==> config.mk <==
export PLATFORM = sky130hd
export DESIGN_NAME = partition_imbalance_move_evaluator
export DESIGN_NICKNAME = d
export VERILOG_FILES = /design/src/rtl/core/pime_pkg.sv /design/src/rtl/core/pime_ram.sv /design/src/rtl/core/pime_row_update.sv /design/src/rtl/core/pime_spread.sv /design/src/rtl/core/partition_imbalance_move_evaluator.sv
export SDC_FILE = /design/constraint.sdc
export NUM_CORES = 2
export LEC_CHECK = 0
export BUFFER_PORTS_ARGS = -buffer_cell sky130_fd_sc_hd__buf_4
export CORE_AREA = 3 3 787 398
export CTS_BUF_LIST = sky130_fd_sc_hd__clkbuf_4
export DETAILED_ROUTE_END_ITERATION = 7
export DIE_AREA = 0 0 790 401
export PLACE_DENSITY = 0.73
export SLEW_MARGIN = 10
export SYNTH_ARGS = -nofsm -noshare
export SYNTH_HDL_FRONTEND = slang
export SYNTH_SLANG_ARGS = --single-unit
==> constraint.sdc <==
create_clock -name aclk -period 47.6 [get_ports aclk]
set_input_delay 9.52 -clock aclk [delete_from_list [all_inputs] [get_ports aclk]]
set_output_delay 9.52 -clock aclk [all_outputs]
set_load 0.1 [all_outputs]
==> src/rtl/core/pime_pkg.sv <==
package pime_pkg;

    localparam int PARTITIONS    = 8;
    localparam int DIMENSIONS    = 8;
    localparam int VALUE_BITS    = 20;

    localparam int SUM_W         = 32;
    localparam int OUT_W         = 31;
    localparam int PART_FIELD_W  = 3;
    localparam int DIM_FIELD_W   = 3;
    localparam int VALUE_FIELD_W = 20;
    localparam int DIM_AW        = (DIMENSIONS > 1) ? $clog2(DIMENSIONS) : 1;
    localparam int ROW_W         = PARTITIONS * SUM_W;
    localparam int TREE_LEVELS   = $clog2(PARTITIONS);
    localparam int TREE_SIZE     = 1 << TREE_LEVELS;

    localparam logic [SUM_W-1:0] VALUE_MASK = SUM_W'((64'd1 << VALUE_BITS) - 64'd1);

    typedef logic [SUM_W-1:0] sum_t;
    typedef logic [PARTITIONS-1:0][SUM_W-1:0] row_t;

    typedef enum logic [2:0] {
        OP_CLEAR       = 3'd0,
        OP_ADD         = 3'd1,
        OP_EVAL_MOVE   = 3'd2,
        OP_COMMIT_MOVE = 3'd3,
        OP_EVAL_SWAP   = 3'd4,
        OP_COMMIT_SWAP = 3'd5,
        OP_EVAL_ROT    = 3'd6,
        OP_COMMIT_ROT  = 3'd7
    } op_t;

    typedef enum logic [3:0] {
        ST_IDLE   = 4'b0001,
        ST_ADJUST = 4'b0010,
        ST_REDUCE = 4'b0100,
        ST_FINISH = 4'b1000
    } state_t;

    // Per-item adjustment: up to three partitions, each with a wrapped delta.
    typedef struct packed {
        logic [PART_FIELD_W-1:0] part_a;
        logic [PART_FIELD_W-1:0] part_b;
        logic [PART_FIELD_W-1:0] part_c;
        logic                    en_a;
        logic                    en_b;
        logic                    en_c;
        sum_t                    delta_a;
        sum_t                    delta_b;
        sum_t                    delta_c;
    } adj_t;

endpackage

==> src/rtl/core/pime_ram.sv <==
module pime_ram #(
    parameter int WIDTH = 32,
    parameter int DEPTH = 8
) (
    input  logic                                    aclk,
    input  logic                                    we,
    input  logic [((DEPTH > 1) ? $clog2(DEPTH) : 1)-1:0] waddr,
    input  logic [WIDTH-1:0]                        wdata,
    input  logic [((DEPTH > 1) ? $clog2(DEPTH) : 1)-1:0] raddr,
    output logic [WIDTH-1:0]                        rdata
);

    logic [WIDTH-1:0] mem [DEPTH];

    always_ff @(posedge aclk) begin
        if (we) begin
            mem[waddr] <= wdata;
        end
        rdata <= mem[raddr];
    end

endmodule

==> src/rtl/core/pime_row_update.sv <==
module pime_row_update (
    input  pime_pkg::row_t row_in,
    input  pime_pkg::adj_t adj,
    output pime_pkg::row_t row_out
);

    // Each lane adds every delta aimed at it; coinciding targets accumulate.
    always_comb begin
        for (int p = 0; p < pime_pkg::PARTITIONS; p++) begin
            row_out[p] = row_in[p]
                + ((adj.en_a && int'(adj.part_a) == p) ? adj.delta_a : '0)
                + ((adj.en_b && int'(adj.part_b) == p) ? adj.delta_b : '0)
                + ((adj.en_c && int'(adj.part_c) == p) ? adj.delta_c : '0);
        end
    end

endmodule

==> src/rtl/core/pime_spread.sv <==
module pime_spread (
    input  pime_pkg::row_t row_in,
    output pime_pkg::sum_t hi,
    output pime_pkg::sum_t lo
);

    logic signed [pime_pkg::SUM_W-1:0] hi_t [pime_pkg::TREE_SIZE];
    logic signed [pime_pkg::SUM_W-1:0] lo_t [pime_pkg::TREE_SIZE];

    // Pairwise signed min/max tree; pad unused leaves with lane zero.
    always_comb begin
        for (int i = 0; i < pime_pkg::TREE_SIZE; i++) begin
            hi_t[i] = (i < pime_pkg::PARTITIONS) ? row_in[i] : row_in[0];
            lo_t[i] = hi_t[i];
        end
        for (int lv = 0; lv < pime_pkg::TREE_LEVELS; lv++) begin
            for (int i = 0; i < (pime_pkg::TREE_SIZE >> (lv + 1)); i++) begin
                hi_t[i] = (hi_t[2*i] > hi_t[2*i+1]) ? hi_t[2*i] : hi_t[2*i+1];
                lo_t[i] = (lo_t[2*i] < lo_t[2*i+1]) ? lo_t[2*i] : lo_t[2*i+1];
            end
        end
        hi = hi_t[0];
        lo = lo_t[0];
    end

endmodule

==> src/rtl/core/partition_imbalance_move_evaluator.sv <==
// Partition imbalance move evaluator.
// Input channel (s_*): one word per item. s_tuser carries the operation,
// s_tlast marks the last dimension of an evaluation, s_tdata the dimension,
// the three partition indexes and the three element values.
// Result channel (m_*): one word holding the imbalance, sent only for an
// evaluate or commit word with s_tlast set.
// The partition sums sit in a row-wide RAM, one row per dimension, read
// through a registered port; a per-row valid bit makes an unwritten or
// cleared row read as zero.
// Sequencing: a clear is done when accepted, an add reads and then adjusts
// and writes back, an evaluate or commit reads, adjusts (writing back only
// for a commit), runs the min/max tree, then computes the spread and folds
// it. One item is in work at a time; s_tready is high only between items.
// Reset: all rows read as zero, running maximum is zero, no result pending.
// Stall: the result sits in an output register; a new item is accepted while
// it waits, and an item that must emit a further result holds in its final
// step until the output register is free.
module partition_imbalance_move_evaluator (
    input  logic        aclk,
    input  logic        aresetn,

    input  logic        s_tvalid,
    output logic        s_tready,
    // [2:0] dimension, [5:3] part_a, [8:6] part_b, [11:9] part_c,
    // [31:12] value_a, [51:32] value_b, [71:52] value_c
    input  logic [71:0] s_tdata,
    // [2:0] operation
    input  logic [2:0]  s_tuser,
    input  logic        s_tlast,

    output logic        m_tvalid,
    input  logic        m_tready,
    // [30:0] imbalance, [31] zero
    output logic [31:0] m_tdata
);

    // Unpack the input word.
    pime_pkg::op_t                         in_op;
    logic [pime_pkg::DIM_FIELD_W-1:0]      in_dim;
    logic [pime_pkg::PART_FIELD_W-1:0]     in_pa, in_pb, in_pc;
    pime_pkg::sum_t                        in_va, in_vb, in_vc;
    logic                                  in_dim_ok;
    logic [pime_pkg::DIM_AW-1:0]           in_addr;
    logic                                  accept;
    pime_pkg::adj_t                        in_adj;
    logic                                  in_write;

    assign in_op     = pime_pkg::op_t'(s_tuser);
    assign in_dim    = s_tdata[2:0];
    assign in_pa     = s_tdata[5:3];
    assign in_pb     = s_tdata[8:6];
    assign in_pc     = s_tdata[11:9];
    assign in_va     = pime_pkg::SUM_W'(s_tdata[31:12]) & pime_pkg::VALUE_MASK;
    assign in_vb     = pime_pkg::SUM_W'(s_tdata[51:32]) & pime_pkg::VALUE_MASK;
    assign in_vc     = pime_pkg::SUM_W'(s_tdata[71:52]) & pime_pkg::VALUE_MASK;
    assign in_dim_ok = int'(in_dim) < pime_pkg::DIMENSIONS;
    assign in_addr   = pime_pkg::DIM_AW'(in_dim);
    assign accept    = s_tvalid && s_tready;

    // Turn the operation into up to three (partition, delta) adjustments.
    always_comb begin
        in_adj.part_a  = in_pa;
        in_adj.part_b  = in_pb;
        in_adj.part_c  = in_pc;
        in_adj.en_a    = 1'b0;
        in_adj.en_b    = 1'b0;
        in_adj.en_c    = 1'b0;
        in_adj.delta_a = '0;
        in_adj.delta_b = '0;
        in_adj.delta_c = '0;
        in_write       = 1'b0;
        unique case (in_op) inside
            pime_pkg::OP_ADD: begin
                in_adj.en_a    = 1'b1;
                in_adj.delta_a = in_va;
                in_write       = 1'b1;
            end
            pime_pkg::OP_EVAL_MOVE, pime_pkg::OP_COMMIT_MOVE: begin
                in_adj.en_a    = 1'b1;
                in_adj.en_b    = 1'b1;
                in_adj.delta_a = '0 - in_va;
                in_adj.delta_b = in_va;
                in_write       = (in_op == pime_pkg::OP_COMMIT_MOVE);
            end
            pime_pkg::OP_EVAL_SWAP, pime_pkg::OP_COMMIT_SWAP: begin
                in_adj.en_a    = 1'b1;
                in_adj.en_b    = 1'b1;
                in_adj.delta_a = in_vb - in_va;
                in_adj.delta_b = in_va - in_vb;
                in_write       = (in_op == pime_pkg::OP_COMMIT_SWAP);
            end
            pime_pkg::OP_EVAL_ROT, pime_pkg::OP_COMMIT_ROT: begin
                in_adj.en_a    = 1'b1;
                in_adj.en_b    = 1'b1;
                in_adj.en_c    = 1'b1;
                in_adj.delta_a = in_vc - in_va;
                in_adj.delta_b = in_va - in_vb;
                in_adj.delta_c = in_vb - in_vc;
                in_write       = (in_op == pime_pkg::OP_COMMIT_ROT);
            end
            default: begin
                in_write = 1'b0;
            end
        endcase
    end

    // Control and item registers.
    pime_pkg::state_t               state_reg, state_next;
    logic [pime_pkg::DIMENSIONS-1:0] row_valid_reg;
    logic                           rd_valid_reg;
    logic [pime_pkg::DIM_AW-1:0]    addr_reg;
    logic                           dim_ok_reg;
    logic                           write_reg;
    logic                           last_reg;
    logic                           add_reg;
    pime_pkg::adj_t                 adj_reg;
    pime_pkg::row_t                 row_reg;
    pime_pkg::sum_t                 hi_reg, lo_reg;
    logic [pime_pkg::OUT_W-1:0]     max_reg;
    logic                           m_valid_reg;
    logic [pime_pkg::OUT_W-1:0]     m_data_reg;

    // Row memory.
    logic [pime_pkg::ROW_W-1:0] rd_data;
    pime_pkg::row_t             row_in, row_new;
    logic                       ram_we;

    assign ram_we = (state_reg == pime_pkg::ST_ADJUST) && dim_ok_reg && write_reg;

    pime_ram #(
        .WIDTH (pime_pkg::ROW_W),
        .DEPTH (pime_pkg::DIMENSIONS)
    ) u_ram (
        .aclk  (aclk),
        .we    (ram_we),
        .waddr (addr_reg),
        .wdata (row_new),
        .raddr (in_addr),
        .rdata (rd_data)
    );

    // A row never written since reset or clear reads as zero.
    assign row_in = rd_valid_reg ? pime_pkg::row_t'(rd_data) : '0;

    pime_row_update u_update (
        .row_in  (row_in),
        .adj     (adj_reg),
        .row_out (row_new)
    );

    pime_pkg::sum_t tree_hi, tree_lo;

    pime_spread u_spread (
        .row_in (row_reg),
        .hi     (tree_hi),
        .lo     (tree_lo)
    );

    // Spread with saturation; an out-of-range dimension counts as zero.
    // hi is never below lo, so the difference fits in SUM_W unsigned bits.
    logic [pime_pkg::SUM_W-1:0] diff;
    logic [pime_pkg::OUT_W-1:0] spread;
    logic [pime_pkg::OUT_W-1:0] folded;
    logic                       emit_ok;

    assign diff    = hi_reg - lo_reg;
    assign spread  = !dim_ok_reg ? '0 :
                     diff[pime_pkg::SUM_W-1] ? '1 : diff[pime_pkg::OUT_W-1:0];
    assign folded  = (spread > max_reg) ? spread : max_reg;
    assign emit_ok = !m_valid_reg || m_tready;

    always_comb begin
        state_next = state_reg;
        unique case (state_reg)
            pime_pkg::ST_IDLE: begin
                if (accept && in_op != pime_pkg::OP_CLEAR) begin
                    state_next = pime_pkg::ST_ADJUST;
                end
            end
            pime_pkg::ST_ADJUST: begin
                state_next = add_reg ? pime_pkg::ST_IDLE : pime_pkg::ST_REDUCE;
            end
            pime_pkg::ST_REDUCE: begin
                state_next = pime_pkg::ST_FINISH;
            end
            pime_pkg::ST_FINISH: begin
                if (!last_reg || emit_ok) begin
                    state_next = pime_pkg::ST_IDLE;
                end
            end
            default: begin
                state_next = pime_pkg::ST_IDLE;
            end
        endcase
    end

    assign s_tready = (state_reg == pime_pkg::ST_IDLE);

    always_ff @(posedge aclk) begin
        if (!aresetn) begin
            state_reg     <= pime_pkg::ST_IDLE;
            row_valid_reg <= '0;
            max_reg       <= '0;
            m_valid_reg   <= 1'b0;
        end else begin
            state_reg <= state_next;
            // Drop a cleared row by its valid bit; mark a written row valid.
            if (accept && in_op == pime_pkg::OP_CLEAR && in_dim_ok) begin
                row_valid_reg[in_addr] <= 1'b0;
            end
            if (ram_we) begin
                row_valid_reg[addr_reg] <= 1'b1;
            end
            // Load a new result, or drop the taken one.
            if (state_reg == pime_pkg::ST_FINISH && last_reg && emit_ok) begin
                m_valid_reg <= 1'b1;
            end else if (m_tready) begin
                m_valid_reg <= 1'b0;
            end
            if (state_reg == pime_pkg::ST_FINISH) begin
                if (!last_reg) begin
                    max_reg <= folded;
                end else if (emit_ok) begin
                    max_reg <= '0;
                end
            end
        end
    end

    // Payload registers.
    always_ff @(posedge aclk) begin
        if (accept) begin
            rd_valid_reg <= row_valid_reg[in_addr];
            addr_reg     <= in_addr;
            dim_ok_reg   <= in_dim_ok;
            write_reg    <= in_write;
            last_reg     <= s_tlast;
            add_reg      <= (in_op == pime_pkg::OP_ADD);
            adj_reg      <= in_adj;
        end
        if (state_reg == pime_pkg::ST_ADJUST) begin
            row_reg <= row_new;
        end
        if (state_reg == pime_pkg::ST_REDUCE) begin
            hi_reg <= tree_hi;
            lo_reg <= tree_lo;
        end
        if (state_reg == pime_pkg::ST_FINISH && last_reg && emit_ok) begin
            m_data_reg <= folded;
        end
    end

    assign m_tvalid = m_valid_reg;
    assign m_tdata  = {1'b0, m_data_reg};

endmodule

==> results.md <==
- Status: finished, violations left
- Failing checks: max-capacitance violations, max-slew violations
- Synthesized area: 138000 um^2
- Async SR Flop Fraction: 0
- Wire per inst: 27.5 um
- H-Tree Depth: 6
- Post-synth top flop: edfxtp_1
- Min-delay worst type: reg -> reg
- Setup TNS: 0 ps
- Worst rel slew slack: -0.0104
- Hold_buf cts: 0
- WL final: 432000 um
- CTS buffer count: 649
- Drt first pass iters: 6
- Clk buf depth: 4
- Synth-to-layout area growth: 10.9%
- Die X: 790 um
- Initial DRC Count: 12300
- Placeable Area: 307000 um^2
- Actual transition at the worst max-transition pin: 1500 ps
- Crit start category: input port
- Vias/cell: 6.09
- Count of flip-flops with a built-in enable after synthesis: 2481
- CTS Root Cell: clkbuf_4
- Remaining antenna violation count: 0
- Fin. max-slew vios: 10
- Worst-skew pair later-pin latency: 1400 ps
- CTS tree: built
- Peak VDD IR: 0.0288 mV
- Top cell type's share of synthesized area: 0.540
- Gp weighted congestion: 1.01
- Ports: 114
- Pwr dens: 38.4 nW/um^2
- Fmax: 0.0760 GHz
- Row count: 144
- Final setup violation count: 0
- CTS clk-pin slew, worst paths: 70 ps
- Remaining Overflow, GRT: 0
- Die area: 317000 um^2
- Biggest area consumer among synthesized cells: edfxtp_1
- FF+latch count, synth: 2781
- Final clock skew: 142 ps
- Endpoints failing hold: 0
- Final worst path period share: 0.276
- DRC Markers: 0
- RSZ-0062 raised after global routing: false
- Max reg flops: 2048
- Vias in the first global route: 92000
- Synth Instances: 10500
- Synth Net Count: 11800
- Dominant cells by area after synthesis: edfxtp_1 54%, fa_1 7.3%, ha_1 6.2%
- Crit path cell chain: buf_4, clkinv_1, nor2_1, ha_1, nor2b_1, o21ai_0, a21oi_1, o21ai_0, a21boi_0, o2111ai_1, a31oi_1, a2111oi_0, nor2_1, o21a_1, or3_1, a32o_1
- Port Buffer Count: 112
- Fillers: 25900
- Leading cell type in the layout, fill and taps excluded: edfxtp_1
- Crit-path max FO: 37
- Arrival time worst endpoint: 14280 ps
- Vias: 95600
- Setup CP Type: in -> reg
- Largest net degree at the start of global routing: 136
- Clk sinks: 2781
- Commonest cells after routing, fill and taps aside: 2481 x edfxtp_1, 1036 x a22oi_1, 990 x clkbuf_4
- Setup WS pre-CTS: 33180 ps
- Worst Path Required: 48730 ps
- Post-CTS Resized: 0
- Number of max-cap violations: 1
- Detailed placement HPWL: 280000 um
- Crit path max-delay cell type: clkinv_1
- Fin worst setup slack: 34450 ps
- Final nets: 12300
- Leak Pwr: 0.0595 uW
- Die Ht: 401 um
- Yosys warns: 0
- Gr usage total: 0.264
- Worst setup EP type: register
- Initial Util: 0.449
- Setup bufs post-CTS: 0
- Pwr Total: 5880 uW
- Syn_area_per_cell: 13.1 um^2
- Share of cells above drive strength 1: 0.138
- Seq/Total Area, Yosys: 0.584
- Largest incremental delay on the critical path: 740 ps
- Fin crit period: 13150 ps
- First-pass GRT wire length: 619000 um
- Post-synth cell types: 90
- Antenna violations before repair: 32
-- power breakdown --
group          internal (uW)  total [uW]  switching (uW)
Clock                   1050        2030             979
Sequential              2820        2860            44.8
Combinational            314         987             673
Total                   4180        5880            1700
-- cells in the mapped netlist (27+ instances only) --
library cell and number:
a211oi_1 30, a21boi_0 95, a21o_1 155, a21oi_1 301, a22o_1 33, a22oi_1 1036, a31oi_1 70, and2_1 312
and3_1 27, buf_1 74, clkbuf_1 372, dfxtp_1 300, edfxtp_1 2481, fa_1 500, ha_1 685, inv_1 810
mux2_2 36, mux2_4 30, mux2i_1 244, nand2_1 744, nand2b_1 61, nand3_1 106, nand4_1 334, nor2_1 329
nor2b_1 80, nor3_1 135, o211ai_1 55, o21a_1 64, o21ai_0 279, o21bai_1 36, o31ai_1 82, or2_2 42
or3_1 33, xnor2_1 209, xor2_1 89
-- critical path, delay by kind of cell --
family	cells	cell delay, ps
and+or+nand+nor	4	970
adders and majority gates	1	280
buffers and inverters	2	920
AOI/OAI and AO/OA	9	2560
-- layer usage --
metal | track usage | up-vias | wire length [um]
met3 | 0.0873 | 906 | 60200
met5 | 0 | - | 111
met2 | 0.385 | 6316 | 185000
li1 | - | 40800 | -
met1 | 0.364 | 47500 | 169000
met4 | 0.109 | 14 | 17700
-- stage by stage --
step | instances | hold slack (ps) | util | instance area, um^2
6_report | 15700 | 416 | 0.498 | 153000
5_1_grt | 15600 | 453 | 0.498 | 153000
4_1_cts | 15600 | 415 | 0.498 | 153000
3_5_place_dp | 14500 | 455 | 0.469 | 144000
3_3_place_gp | 14500 | 449 | 0.469 | 144000
2_1_floorplan | 10500 | 444 | - | 138000
-- final timing paths --
path / startpoint / endpoint / slack [ps] / cells past startpoint
worst max register to register: row_reg[207] / hi_reg[31] / 35380 / 37
worst min-delay path: u_ram.mem[3][206] / u_ram.rdata[206] / 420 / 2
worst min register to register: u_ram.mem[3][206] / u_ram.rdata[206] / 420 / 2
worst max-delay path: s_tuser[2] / adj_reg[81] / 34450 / 16
-- layout make-up --
cell class | instances | area (um^2) | area share
timing repair buffer | 323 | 2510 | 0.0164
clock inverter | 199 | 1370 | 0.00894
sequential | 2781 | 80500 | 0.526
clock buffer | 990 | 7430 | 0.0486
inverter | 812 | 3050 | 0.0199
multi-input combinational | 6450 | 52800 | 0.345
antenna | 57 | 143 | 0.000933
tap | 4088 | 5110 | 0.0334
-- kinds of logic after synthesis --
kind of cell | Yosys count | synth area share
AO/OA/AOI/OAI | 2370 | 0.120
adder cells (fa/ha/maj) | 1185 | 0.135
AND/OR/NAND/NOR | 2286 | 0.0833
flip-flops | 2781 | 0.584
XOR/XNOR | 298 | 0.0189
buffers and inverters | 1273 | 0.0351
multiplexers | 310 | 0.0239
other | 1 | 0.0000272
Power figures use the tool's default switching activity.
